[config.mk]
export PLATFORM = sky130hd
export DESIGN_NAME = srts_modunit
export DESIGN_NICKNAME = d
export VERILOG_FILES = /design/src/rtl/srts_modunit.sv
export SDC_FILE = /design/constraint.sdc
export NUM_CORES = 1
export LEC_CHECK = 0
export ABC_AREA = 1
export BUFFER_PORTS_ARGS = -buffer_cell sky130_fd_sc_hd__buf_2
export CAP_MARGIN = 10
export CORE_MARGIN = 2
export CORE_UTILIZATION = 40
export CTS_BUF_LIST = sky130_fd_sc_hd__clkbuf_8
export DETAILED_ROUTE_END_ITERATION = 16
export GPL_ROUTABILITY_DRIVEN = 0
export PLACE_DENSITY = 0.67
export SETUP_SLACK_MARGIN = 0.15
export SLEW_MARGIN = 0
export SYNTH_ARGS = -nofsm -noshare
export SYNTH_HDL_FRONTEND = slang
export SYNTH_SLANG_ARGS = --single-unit
[constraint.sdc]
create_clock -name clk -period 3.8 [get_ports clk]
set_clock_uncertainty 0.05 [all_clocks]
set_input_delay 0.76 -clock clk [delete_from_list [all_inputs] [get_ports clk]]
set_output_delay 0.76 -clock clk [all_outputs]
set_load 0.005 [all_outputs]
[src/rtl/srts_modunit.sv]
// shared restoring divider remainder unit: (cnt - 1) mod len, one bit per cycle
// no dependencies
`default_nettype none
module srts_modunit #(
  parameter int CB = 16
) (
  input  wire logic          clk,
  input  wire logic          rst,
  input  wire logic          start,
  input  wire logic [CB-1:0] dividend,
  input  wire logic [7:0]    divisor,
  output logic               done,
  output logic [7:0]         remainder
);
  localparam int SW = $clog2(CB + 1);
  logic [CB-1:0] quo;
  logic [7:0] rem;
  logic [SW-1:0] cnt;
  logic busy;
  logic [8:0] trial;

  // shift in next dividend bit and try subtract
  assign trial = {rem, quo[CB-1]};

  always_ff @(posedge clk) begin
    if (rst) begin
      busy <= 1'b0;
      done <= 1'b0;
    end else begin
      done <= 1'b0;
      if (start) begin
        busy <= 1'b1;
        quo <= dividend;
        rem <= '0;
        cnt <= SW'(CB);
      end else if (busy) begin
        quo <= {quo[CB-2:0], 1'b0};
        if (trial >= {1'b0, divisor}) rem <= 8'(trial - {1'b0, divisor});
        else rem <= trial[7:0];
        cnt <= cnt - 1'b1;
        if (cnt == SW'(1)) begin
          busy <= 1'b0;
          done <= 1'b1;
        end
      end
    end
  end
  assign remainder = rem;
endmodule
`default_nettype wire

# Yosys cells after proc, flatten, opt, wreduce, memory -nomap -nowiden
# Cells that the tools add are included.
dict set report totals {
  register_bits 31
  out_inout_bits 9
  input_bits 27
}
dict set report op_classes {
  bitwise_logic 2
  n_lt_le_gt_ge 1
  add_sub_neg 2
  mux 9
  n_reduce_logical 3
  n_eq_ne 1
}
# cell count
set ops {}
lappend ops {{$mux 16} 2}
lappend ops {{$mux 8} 2}
lappend ops {{$ge 9x8->1} 1}
lappend ops {{$sub 8x8->8} 1}
lappend ops {{$eq 5x1->1 const B} 1}
lappend ops {{$mux 5} 1}
lappend ops {{$sub 5x1->5 const B} 1}
lappend ops {{$mux 1} 4}
lappend ops {{$reduce_or 3->1} 1}
lappend ops {{$not 1->1} 2}
lappend ops {{$reduce_and 2->1} 1}
lappend ops {{$reduce_bool 2->1} 1}

# Depth between registers and ports, before layout
# Gate-level depths: netlist of the first run.
dict set report depth {
  word_depth 4
  ltp_mapped 12
  ltp_nobuf 12
}

# Worst setup path after synthesis of the first run
# No wires, ideal clock.
dict set report synth_timing {
  path_type {input to register}
  start {input port start}
  end {register cnt[0] (enable)}
  arrival_time_ps 2279
  required_ps 3323
  path_slack_ps 1044
  path_stages 2
  path_cell_list {inv_2 > a21oi_1}
}
dict set report synth_via {
  elab_chain_len 2
}
# item line
set synth_lines {}
lappend synth_lines {{start: declaration} 9} ;# input wire logic start,
lappend synth_lines {{$reduce_bool 2->1 (no line)} n/a}
lappend synth_lines {{$reduce_and 2->1 (no line)} n/a}
lappend synth_lines {{end signal: assignment} 35} ;# cnt <= SW'(CB);
lappend synth_lines {{end signal: assignment} 40} ;# cnt <= cnt - 1'b1;
lappend synth_lines {{end: declaration} 18} ;# logic [SW-1:0] cnt;
# No other way between the ends.
# A chain may end at the register's enable or synchronous reset.

# Worst setup path in the final report of the first run
dict set report layout_timing {
  start {input port start}
  end {register cnt[1] (enable)}
}
# Same word-level chain as after synthesis.

==> run_summary.xml, run 1 <==
<?xml version="1.0" encoding="UTF-8"?>
<metrics>
  <group name="outcome">
    <metric name="outcome" unit="">finished clean</metric>
  </group>
  <group name="global_routing">
    <metric name="wire_length_of_the_first_global_routing_pass" unit="um">6430</metric>
    <metric name="grt_pass1_vias" unit="">1516</metric>
    <metric name="globalRoute.totalOverflow" unit="">0</metric>
    <metric name="grt_antenna_before_repair" unit="">0</metric>
    <metric name="groute.usage.overall" unit="">0.155</metric>
    <metric name="pin_count_of_the_biggest_net_entering_global_routing" unit="">26</metric>
  </group>
  <group name="cts">
    <metric name="cts.htree.levels" unit="">2</metric>
    <metric name="clk-insertion-delay-late" unit="ns">0.28</metric>
    <metric name="tritoncts.num_buffers" unit="">5</metric>
    <metric name="clockRootBuffer" unit="">sky130_fd_sc_hd__clkbuf_8</metric>
    <metric name="cts.clk_slew.worst_paths" unit="ns">0.06</metric>
    <metric name="cts_tree" unit="">built</metric>
    <metric name="cts.hold.buffers_added" unit="">0</metric>
    <metric name="cts_setup_buffers" unit="">0</metric>
    <metric name="cts_resized" unit="">0</metric>
    <metric name="clk_path_buf_depth" unit="">2</metric>
    <metric name="cts_num_sinks" unit="">31</metric>
  </group>
  <group name="finish">
    <metric name="fin_util" unit="">0.483</metric>
    <metric name="post_layout_nonfiller_instances" unit="">342</metric>
    <metric name="layout-area-overhead-vs-synth" unit="%">16.8</metric>
    <metric name="diodes" unit="">0</metric>
    <metric name="share_of_final_layout_standard_cells_stronger_than_drive_strength_1" unit="">0.188</metric>
    <metric name="num-nets-final" unit="">325</metric>
    <metric name="n_fill_cell" unit="">472</metric>
  </group>
  <group name="die">
    <metric name="initial_utilization" unit="">0.414</metric>
    <metric name="die_y" unit="um">73.7</metric>
    <metric name="area_enclosed_by_the_die_boundary" unit="mm2">0.00542</metric>
    <metric name="floorplan.rows" unit="">25</metric>
    <metric name="die_x" unit="um">73.7</metric>
    <metric name="core" unit="mm2">0.00469</metric>
    <metric name="number_of_top_level_pins" unit="">36</metric>
  </group>
  <group name="synthesis">
    <metric name="syn-mean-instance-area" unit="um2">7.86</metric>
    <metric name="syn_nets" unit="">285</metric>
    <metric name="synth-seq-cells" unit="">31</metric>
    <metric name="synth_cells" unit="">247</metric>
    <metric name="post_synthesis_xor_xnor_area_fraction" unit="">0.0181</metric>
    <metric name="synth.cells.most_frequent" unit="">sky130_fd_sc_hd__nand2_1 (95), sky130_fd_sc_hd__inv_1 (42), sky130_fd_sc_hd__edfxtp_1 (29)</metric>
    <metric name="synth_edf_count" unit="">29</metric>
    <metric name="ranking_of_synthesized_cells_by_area" unit="">sky130_fd_sc_hd__edfxtp_1 (45%), sky130_fd_sc_hd__nand2_1 (18%), sky130_fd_sc_hd__inv_1 (8.1%)</metric>
    <metric name="synth_top_cell_area_share" unit="">0.449</metric>
    <metric name="yosys-mux-area-fraction" unit="">0</metric>
    <metric name="area_of_the_mapped_netlist" unit="mm2">0.00194</metric>
    <metric name="synth-adder-area-share" unit="">0.0748</metric>
    <metric name="post_synthesis_sequential_area_ratio" unit="">0.469</metric>
    <metric name="largest_family_of_logic_cells_by_synthesized_area" unit="">simple AND/OR/NAND/NOR gates</metric>
    <metric name="simple_logic_cell_fraction_of_the_synthesized_area" unit="">0.323</metric>
    <metric name="synth_flop_cell" unit="">sky130_fd_sc_hd__edfxtp_1</metric>
    <metric name="synth_most_common_cell" unit="">sky130_fd_sc_hd__nand2_1</metric>
    <metric name="postSynth.asyncResetShare" unit="">0</metric>
    <metric name="synth_cell_types" unit="">24</metric>
    <metric name="synth_area_leader_cell" unit="">sky130_fd_sc_hd__edfxtp_1</metric>
    <metric name="synth-compound-area-share" unit="">0.0213</metric>
    <metric name="yosysWarnings" unit="">0</metric>
  </group>
  <group name="sta">
    <metric name="finalCriticalPeriod" unit="ns">2.28</metric>
    <metric name="layout_worst_path_cycle_share" unit="">0.599</metric>
    <metric name="timing.final.hold_violations" unit="">0</metric>
    <metric name="final-max-slew-violation-count" unit="">0</metric>
    <metric name="highest_achievable_clock_rate" unit="MHz">440</metric>
    <metric name="transition_at_the_pin_with_the_smallest_max_transition_slack" unit="ns">0.579</metric>
    <metric name="setup_violations" unit="">0</metric>
    <metric name="slew-limit-headroom" unit="">0.614</metric>
    <metric name="timing.setup.tns" unit="ns">0</metric>
    <metric name="setup_repair_after_global_routing_missed_its_margin" unit="">false</metric>
  </group>
  <group name="detailed_routing">
    <metric name="post_drt_via_cell_ratio" unit="">4.56</metric>
    <metric name="detail_route.first_pass.iterations" unit="">4</metric>
    <metric name="vias" unit="">1559</metric>
    <metric name="post_drt_wl_per_cell" unit="um">11.0</metric>
    <metric name="drt_drc_violations_left" unit="">0</metric>
    <metric name="totalWireLength" unit="um">3780</metric>
    <metric name="drt_first_iter_violations" unit="">41</metric>
    <metric name="final_antenna_net_count" unit="">0</metric>
  </group>
  <group name="power_and_ir_drop">
    <metric name="power_density_cells" unit="mW/mm2">383</metric>
    <metric name="static-leakage-power" unit="nW">1.21</metric>
    <metric name="ir_drop" unit="uV">259</metric>
  </group>
  <group name="critical_path">
    <metric name="crit_arrival" unit="ns">2.20</metric>
    <metric name="worst_setup_path_start_kind" unit="">input pin</metric>
    <metric name="r2r_setup_slack" unit="ns">1.84</metric>
    <metric name="critical_path_peak_fanout" unit="">25</metric>
    <metric name="cp_capture_type" unit="">flop</metric>
    <metric name="worst_ep_required_time" unit="ns">3.73</metric>
    <metric name="kind_of_critical_path" unit="">in2reg</metric>
  </group>
  <group name="placement">
    <metric name="placed_cells_incl_taps" unit="">334</metric>
    <metric name="hpwlAfterDp" unit="um">2950</metric>
    <metric name="port_buffers" unit="">35</metric>
  </group>
  <group name="job">
    <metric name="cap_viol_max_count" unit="">0</metric>
  </group>
  <group name="min_path">
    <metric name="hold_crit_class" unit="">reg2reg</metric>
  </group>
</metrics>
## cell usage in the layout, fill, tap and decap left out, types with 3 or more instances in the layout
cell type | netlist | final
sky130_fd_sc_hd__edfxtp_1 | 29 | 29
sky130_fd_sc_hd__nand2_2 | 3 | 3
sky130_fd_sc_hd__nor2_1 | 23 | 23
sky130_fd_sc_hd__nor2_2 | 3 | 3
sky130_fd_sc_hd__a21oi_1 | 5 | 4
sky130_fd_sc_hd__inv_1 | 42 | 45
sky130_fd_sc_hd__nand2_1 | 95 | 95
sky130_fd_sc_hd__buf_2 | 1 | 35
sky130_fd_sc_hd__nand3_1 | 15 | 15
sky130_fd_sc_hd__clkbuf_8 | 0 | 5
sky130_fd_sc_hd__ha_1 | 10 | 10
## sequential cells by signal, summed over array words and instances (netlist names)
signal	cells
cnt	5
quo	16
remainder	8
busy	1
done	1
## report_power, final
part / switching (mW) / total [mW] / internal (mW) / leakage, nW
sequential: 0.0132 / 0.421 / 0.407 / 0.297
combinational: 0.130 / 0.212 / 0.0818 / 0.865
clock: 0.114 / 0.236 / 0.122 / 0.0519
## logic make-up (layout without fill, tap and decap cells)
family,count (synthesis),count (layout)
XOR/XNOR,4,4
flip-flops,31,31
buffers and inverters,48,89
AND/OR/NAND/NOR,146,146
adder cells (fa/ha/maj),11,11
AO/OA/AOI/OAI,7,7
## worst max-delay path, cell delays in order
cell and delay, ns:
sky130_fd_sc_hd__buf_2 0.31, sky130_fd_sc_hd__inv_2 0.27, sky130_fd_sc_hd__a21oi_2 0.55, sky130_fd_sc_hd__buf_4 0.30
## worst paths after layout
path,endpoint,start,cells after the start
setup / recovery,cnt[1],start,4
hold / removal,done,busy,2
setup reg to reg,remainder[3],remainder[4],9
hold reg to reg,done,busy,2
## metal layers
metal	global-route usage	vias up	part of all wire
met1	0.181	670	0.46
li1	-	847	-
met3	0.0370	7	0.037
met5	0	-	0
met4	0.0606	0	0.021
met2	0.274	35	0.48
## layout make-up
| class | count | area, um2 | share of cell area |
|---|---|---|---|
| multi-input cells | 168 | 852 | 0.376 |
| clock buffers | 5 | 68.8 | 0.0304 |
| flip-flops and latches | 31 | 911 | 0.402 |
| inverters | 44 | 165 | 0.0729 |
| clock inverters | 3 | 11.3 | 0.00497 |
| well taps | 54 | 67.6 | 0.0298 |
| repair buffers | 37 | 190 | 0.0839 |
## metrics by stage
step / power, mW / hold WS [ns] / area [um2] / setup WS [ns]
after floorplan: 0.579 / 0.372 / 1940 / 1.04
after global placement: 0.635 / 0.407 / 2190 / 1.26
after detailed placement: 0.638 / 0.410 / 2190 / 1.21
after CTS: 0.878 / 0.419 / 2270 / 1.50
after global routing: 0.924 / 0.448 / 2270 / 1.32
final: 0.868 / 0.416 / 2270 / 1.52
No activity file was read; power rests on OpenSTA's default activity.
==> run 2, diff against run 1 <==
- PLACE_DENSITY: 0.67 -> 0.69
- clock period: 3.8 -> 2.05 ns (I/O delays scaled with it)
==> run_summary.xml, run 2 (same netlist as run 1, synthesis figures left out) <==
<?xml version="1.0" encoding="UTF-8"?>
<metrics>
  <group name="global_routing">
    <metric name="wire_length_of_the_first_global_routing_pass" unit="um">6690</metric>
    <metric name="groute.usage.overall" unit="">0.162</metric>
    <metric name="globalRoute.busiestLayer" unit="">met2</metric>
    <metric name="globalRoute.totalOverflow" unit="">0</metric>
    <metric name="grt_use_met2" unit="">0.279</metric>
    <metric name="use_met1" unit="">0.190</metric>
    <metric name="grt_antenna_before_repair" unit="">0</metric>
    <metric name="pin_count_of_the_biggest_net_entering_global_routing" unit="">31</metric>
    <metric name="grt_pass1_vias" unit="">1576</metric>
    <metric name="global_route.usage.met3" unit="">0.0398</metric>
  </group>
  <group name="detailed_routing">
    <metric name="post_drt_via_cell_ratio" unit="">4.71</metric>
    <metric name="drt_first_iter_violations" unit="">64</metric>
    <metric name="final_antenna_net_count" unit="">0</metric>
    <metric name="vias" unit="">1621</metric>
    <metric name="drt_drc_violations_left" unit="">0</metric>
    <metric name="post_drt_wl_per_cell" unit="um">11.3</metric>
    <metric name="detail_route.first_pass.iterations" unit="">4</metric>
    <metric name="totalWireLength" unit="um">3880</metric>
  </group>
  <group name="cts">
    <metric name="cts.htree.levels" unit="">2</metric>
    <metric name="cts.hold.buffers_added" unit="">0</metric>
    <metric name="tritoncts.num_buffers" unit="">5</metric>
    <metric name="cts_tree" unit="">built</metric>
    <metric name="cts.clk_slew.worst_paths" unit="ns">0.07</metric>
    <metric name="clockRootBuffer" unit="">sky130_fd_sc_hd__clkbuf_8</metric>
    <metric name="clk-insertion-delay-late" unit="ns">0.28</metric>
    <metric name="clk_path_buf_depth" unit="">2</metric>
    <metric name="cts_num_sinks" unit="">31</metric>
  </group>
  <group name="finish">
    <metric name="final_common_cell" unit="">sky130_fd_sc_hd__nand2_1</metric>
    <metric name="layout-area-overhead-vs-synth" unit="%">24.4</metric>
    <metric name="diodes" unit="">0</metric>
    <metric name="final_design_area_no_fill" unit="mm2">0.00241</metric>
    <metric name="multi_input_comb_area" unit="um2">945</metric>
    <metric name="largest_reg_flops" unit="">16</metric>
    <metric name="num-nets-final" unit="">327</metric>
    <metric name="top_register" unit="">quo</metric>
    <metric name="n_fill_cell" unit="">478</metric>
    <metric name="seqCellArea" unit="um2">911</metric>
    <metric name="share_of_final_layout_standard_cells_stronger_than_drive_strength_1" unit="">0.234</metric>
    <metric name="layout.cells.most_common_list" unit="">sky130_fd_sc_hd__nand2_1 (95), sky130_fd_sc_hd__inv_1 (42), sky130_fd_sc_hd__buf_2 (35)</metric>
  </group>
  <group name="sta">
    <metric name="final-max-slew-violation-count" unit="">0</metric>
    <metric name="setup_repair_after_global_routing_missed_its_margin" unit="">false</metric>
    <metric name="transition_at_the_pin_with_the_smallest_max_transition_slack" unit="ns">0.349</metric>
    <metric name="highest_achievable_clock_rate" unit="MHz">563</metric>
    <metric name="fin_hold_ws" unit="ns">0.261</metric>
    <metric name="timing.setup.tns" unit="ns">0</metric>
    <metric name="layout_worst_path_cycle_share" unit="">0.866</metric>
    <metric name="slew-limit-headroom" unit="">0.767</metric>
    <metric name="setup_violations" unit="">0</metric>
    <metric name="timing.final.hold_violations" unit="">0</metric>
    <metric name="finalCriticalPeriod" unit="ns">1.77</metric>
  </group>
  <group name="critical_path">
    <metric name="critical_path_peak_fanout" unit="">5</metric>
    <metric name="kind_of_critical_path" unit="">reg2reg</metric>
    <metric name="crit_arrival" unit="ns">1.77</metric>
    <metric name="worst_ep_required_time" unit="ns">2.04</metric>
    <metric name="cp_capture_type" unit="">flop</metric>
    <metric name="worst_setup_path_start_kind" unit="">flop</metric>
  </group>
  <group name="die">
    <metric name="number_of_top_level_pins" unit="">36</metric>
    <metric name="initial_utilization" unit="">0.414</metric>
    <metric name="area_enclosed_by_the_die_boundary" unit="mm2">0.00542</metric>
    <metric name="die_y" unit="um">73.7</metric>
    <metric name="floorplan.rows" unit="">25</metric>
    <metric name="die_x" unit="um">73.7</metric>
    <metric name="core" unit="mm2">0.00469</metric>
  </group>
  <group name="placement">
    <metric name="hpwlAfterDp" unit="um">2860</metric>
    <metric name="port_buffers" unit="">35</metric>
    <metric name="dpl_cell_area" unit="mm2">0.00221</metric>
  </group>
  <group name="min_path">
    <metric name="hold_crit_class" unit="">in2reg</metric>
  </group>
  <group name="power_and_ir_drop">
    <metric name="static-leakage-power" unit="nW">1.23</metric>
    <metric name="ir_drop" unit="uV">607</metric>
    <metric name="power_density_cells" unit="mW/mm2">744</metric>
  </group>
  <group name="outcome">
    <metric name="outcome" unit="">finished clean</metric>
  </group>
  <group name="job">
    <metric name="cap_viol_max_count" unit="">0</metric>
  </group>
</metrics>
==> run 2: cell type report <==
cell class / count / share of cell area
Multi-Input combinational cell: 168 / 0.391
Clock inverter: 3 / 0.0161
Timing Repair Buffer: 39 / 0.0902
Tap cell: 54 / 0.0280
Sequential cell: 31 / 0.377
Inverter: 44 / 0.0684
Clock buffer: 5 / 0.0285
==> run 2: power by group <==
group	switching, mW	total [mW]	internal (mW)	leakage (nW)
Combinational	0.246	0.430	0.184	0.878
Clock	0.228	0.583	0.355	0.0556
Sequential	0.0292	0.784	0.755	0.297
Total	0.503	1.80	1.29	1.23
==> run 2: what timing repair did <==
| action | in CTS | in global routing |
|---|---|---|
| resized for setup | 1 | 13 |
| setup buffers | 0 | 1 |
| pin swaps | 0 | 1 |
| setup endpoints to repair | 1 | 8 |
==> run 2: worst paths after layout <==
| path | start | endpoint | slack, ns | depth (start not counted) |
|---|---|---|---|---|
| worst max register to register | remainder[4] | remainder[7] | 0.28 | 8 |
| worst max-delay path | remainder[4] | remainder[7] | 0.28 | 8 |
| worst min-delay path | rst | done | 0.26 | 2 |
| worst min register to register | busy | done | 0.41 | 2 |
==> run 2: per-stage QoR <==
stage                      util  std cells  setup slack (ns)  power (mW)
after floorplan               -        247             0.240        1.07
after global placement    0.470        335            0.0432        1.18
after detailed placement  0.470        335            0.0204        1.19
after CTS                 0.494        343             0.153        1.78
after global routing      0.514        344             0.154        1.92
final                     0.514        344             0.275        1.80
==> run 2: critical path, stage by stage, from the launching register on <==
cell,delay (ns)
sky130_fd_sc_hd__edfxtp_1,0.46
sky130_fd_sc_hd__ha_4,0.33
sky130_fd_sc_hd__nand2_1,0.10
sky130_fd_sc_hd__nor2_2,0.15
sky130_fd_sc_hd__nand3_1,0.15
sky130_fd_sc_hd__nand3_1,0.12
sky130_fd_sc_hd__nor2_1,0.05
sky130_fd_sc_hd__nor2_1,0.09
sky130_fd_sc_hd__nor2_1,0.05
==> run 2: metal layers <==
metal | wire [um] | share of wire | vias to the layer above
met4 | 97 | 0.025 | 0
li1 | - | - | 849
met3 | 184 | 0.047 | 8
met2 | 1890 | 0.49 | 39
met5 | 0 | 0 | -
met1 | 1710 | 0.44 | 725
==> run 3, diff against run 2 <==
- SETUP_SLACK_MARGIN: 0.15 -> 0.5
==> run_summary.xml, run 3 (same netlist as run 1, synthesis figures left out) <==
<?xml version="1.0" encoding="UTF-8"?>
<metrics>
  <group name="cts">
    <metric name="tritoncts.num_buffers" unit="">5</metric>
    <metric name="clk_path_buf_depth" unit="">2</metric>
    <metric name="cts.hold.buffers_added" unit="">0</metric>
    <metric name="cts.htree.levels" unit="">2</metric>
    <metric name="cts_num_sinks" unit="">31</metric>
    <metric name="clockRootBuffer" unit="">sky130_fd_sc_hd__clkbuf_8</metric>
    <metric name="cts_tree" unit="">built</metric>
    <metric name="cts.clk_slew.worst_paths" unit="ns">0.06</metric>
    <metric name="clk-insertion-delay-late" unit="ns">0.27</metric>
  </group>
  <group name="sta">
    <metric name="setup_violations" unit="">0</metric>
    <metric name="layout_worst_path_cycle_share" unit="">0.866</metric>
    <metric name="highest_achievable_clock_rate" unit="MHz">563</metric>
    <metric name="slew-limit-headroom" unit="">0.822</metric>
    <metric name="transition_at_the_pin_with_the_smallest_max_transition_slack" unit="ns">0.266</metric>
    <metric name="finalCriticalPeriod" unit="ns">1.77</metric>
    <metric name="fin_hold_ws" unit="ns">0.298</metric>
    <metric name="timing.final.hold_violations" unit="">0</metric>
    <metric name="timing.setup.tns" unit="ns">0</metric>
    <metric name="setup_repair_after_global_routing_missed_its_margin" unit="">true</metric>
    <metric name="final-max-slew-violation-count" unit="">0</metric>
  </group>
  <group name="finish">
    <metric name="largest_reg_flops" unit="">16</metric>
    <metric name="n_fill_cell" unit="">448</metric>
    <metric name="top_register" unit="">quo</metric>
    <metric name="num-nets-final" unit="">341</metric>
    <metric name="diodes" unit="">0</metric>
    <metric name="final_common_cell" unit="">sky130_fd_sc_hd__nand2_1</metric>
    <metric name="fin_util" unit="">0.573</metric>
    <metric name="share_of_final_layout_standard_cells_stronger_than_drive_strength_1" unit="">0.375</metric>
    <metric name="layout.cells.most_common_list" unit="">sky130_fd_sc_hd__nand2_1 (75), sky130_fd_sc_hd__inv_1 (39), sky130_fd_sc_hd__buf_2 (35)</metric>
    <metric name="layout-area-overhead-vs-synth" unit="%">38.4</metric>
  </group>
  <group name="global_routing">
    <metric name="globalRoute.totalOverflow" unit="">0</metric>
    <metric name="pin_count_of_the_biggest_net_entering_global_routing" unit="">31</metric>
    <metric name="grt_pass1_vias" unit="">1616</metric>
    <metric name="grt_antenna_before_repair" unit="">0</metric>
    <metric name="groute.usage.overall" unit="">0.168</metric>
    <metric name="wire_length_of_the_first_global_routing_pass" unit="um">6960</metric>
  </group>
  <group name="critical_path">
    <metric name="critical_path.startpoint" unit="">remainder[5]</metric>
    <metric name="critical_path_peak_fanout" unit="">8</metric>
    <metric name="crit_path_top_delay_cell" unit="">sky130_fd_sc_hd__edfxtp_1</metric>
    <metric name="kind_of_critical_path" unit="">reg2reg</metric>
    <metric name="cp_capture_type" unit="">flop</metric>
    <metric name="path_buf_inv" unit="">0</metric>
    <metric name="worst_ep_required_time" unit="ns">2.03</metric>
    <metric name="worstReg2RegStart" unit="">remainder[5]</metric>
    <metric name="cp-endpoint" unit="">remainder[3]</metric>
    <metric name="crit_arrival" unit="ns">1.76</metric>
    <metric name="critical-path-max-stage-delay" unit="ns">0.43</metric>
    <metric name="timing.critical_path.cells" unit="">ha_4, nand2_2, nor2_4, nand2_1, nand2_2, nor2_4, nand3_1, nand2_1, nor2_2</metric>
    <metric name="r2r_setup_slack" unit="ns">0.28</metric>
    <metric name="reg2reg_to" unit="">remainder[3]</metric>
    <metric name="critPathTopFamily" unit="">simple AND/OR/NAND/NOR gates</metric>
    <metric name="critical_path_cell_count" unit="">9</metric>
    <metric name="worst_setup_path_start_kind" unit="">flop</metric>
    <metric name="worst_r2r_path_depth" unit="">9</metric>
  </group>
  <group name="placement">
    <metric name="port_buffers" unit="">35</metric>
    <metric name="hpwlAfterDp" unit="um">2920</metric>
  </group>
  <group name="die">
    <metric name="die_y" unit="um">73.7</metric>
    <metric name="initial_utilization" unit="">0.414</metric>
    <metric name="die_x" unit="um">73.7</metric>
    <metric name="floorplan.rows" unit="">25</metric>
    <metric name="core" unit="mm2">0.00469</metric>
    <metric name="area_enclosed_by_the_die_boundary" unit="mm2">0.00542</metric>
    <metric name="number_of_top_level_pins" unit="">36</metric>
  </group>
  <group name="power_and_ir_drop">
    <metric name="intPower" unit="mW">1.24</metric>
    <metric name="combinationalPowerShare" unit="">0.324</metric>
    <metric name="static-leakage-power" unit="nW">1.33</metric>
    <metric name="power.switching" unit="mW">0.563</metric>
    <metric name="sequentialPowerShare" unit="">0.433</metric>
    <metric name="pwr-share-clk" unit="">0.242</metric>
    <metric name="p_sw_frac" unit="">0.312</metric>
    <metric name="power_density_cells" unit="mW/mm2">671</metric>
    <metric name="ir_drop" unit="uV">357</metric>
  </group>
  <group name="outcome">
    <metric name="outcome" unit="">finished clean</metric>
  </group>
  <group name="detailed_routing">
    <metric name="vias" unit="">1686</metric>
    <metric name="post_drt_wl_per_cell" unit="um">12.0</metric>
    <metric name="drt_drc_violations_left" unit="">0</metric>
    <metric name="drt_first_iter_violations" unit="">62</metric>
    <metric name="final_antenna_net_count" unit="">0</metric>
    <metric name="detail_route.first_pass.iterations" unit="">4</metric>
    <metric name="totalWireLength" unit="um">4280</metric>
    <metric name="post_drt_via_cell_ratio" unit="">4.71</metric>
  </group>
  <group name="job">
    <metric name="cap_viol_max_count" unit="">0</metric>
  </group>
  <group name="min_path">
    <metric name="hold_crit_class" unit="">in2reg</metric>
  </group>
</metrics>
==> run 3: cell count changes in the layout (fill, tap and decap cells not counted), sizes merged <==
| cell | previous run | this run |
|---|---|---|
| inv | 43 | 44 |
| bufinv | 1 | 0 |
| buf | 39 | 53 |
==> run 3: routing by layer <==
metal	vias to the layer above	GRT usage	share of wire
li1	880	-	-
met1	772	0.199	0.44
met2	32	0.306	0.52
met3	2	0.0384	0.037
met4	0	0.0424	0.0033
met5	-	0	0
==> run 3: layout make-up <==
class	instances	area, um2	share of cell area
Timing Repair Buffer	53	323	0.120
Clock inverter	3	11.3	0.00419
Multi-Input combinational cell	168	1140	0.424
Inverter	44	166	0.0619
Tap cell	54	67.6	0.0252
Sequential cell	31	911	0.339
Clock buffer	5	68.8	0.0256
==> run 3: worst min path at each step <==
stage	to	cells after the start	slack (ns)	startpoint
after floorplan	done	2	0.43	busy
after global placement	quo[15]	2	0.44	quo[14]
after detailed placement	done	2	0.45	busy
after CTS	done	2	0.29	rst
after global routing	done	2	0.28	rst
final	done	2	0.30	rst
==> run 3: per-stage QoR <==
| stage | power [mW] | worst slack (ns) | instance area [um2] | cells |
|---|---|---|---|---|
| global route | 1.92 | 0.191 | 2690 | 358 |
| global placement | 1.24 | 0.188 | 2340 | 335 |
| CTS | 1.77 | 0.335 | 2600 | 356 |
| detailed placement | 1.25 | 0.161 | 2340 | 335 |
| finish | 1.80 | 0.275 | 2690 | 358 |
| floorplan | 1.13 | 0.372 | 2080 | 247 |
==> run 3: what timing repair did <==
item                                    CTS  global route
gates resized for setup                  18            19
buffers inserted                         13             2
endpoints found under the setup margin    8             8
pin swaps                                24            10
==> run 3: power groups by stage <==
stage          registers [mW]  clock network, mW  logic [mW]
2_1_floorplan           0.793                  0       0.335
3_3_place_gp            0.796                  0       0.446
3_5_place_dp            0.797                  0       0.455
4_1_cts                 0.781              0.453       0.539
5_1_grt                 0.785              0.479       0.655
6_report                0.781              0.436       0.585
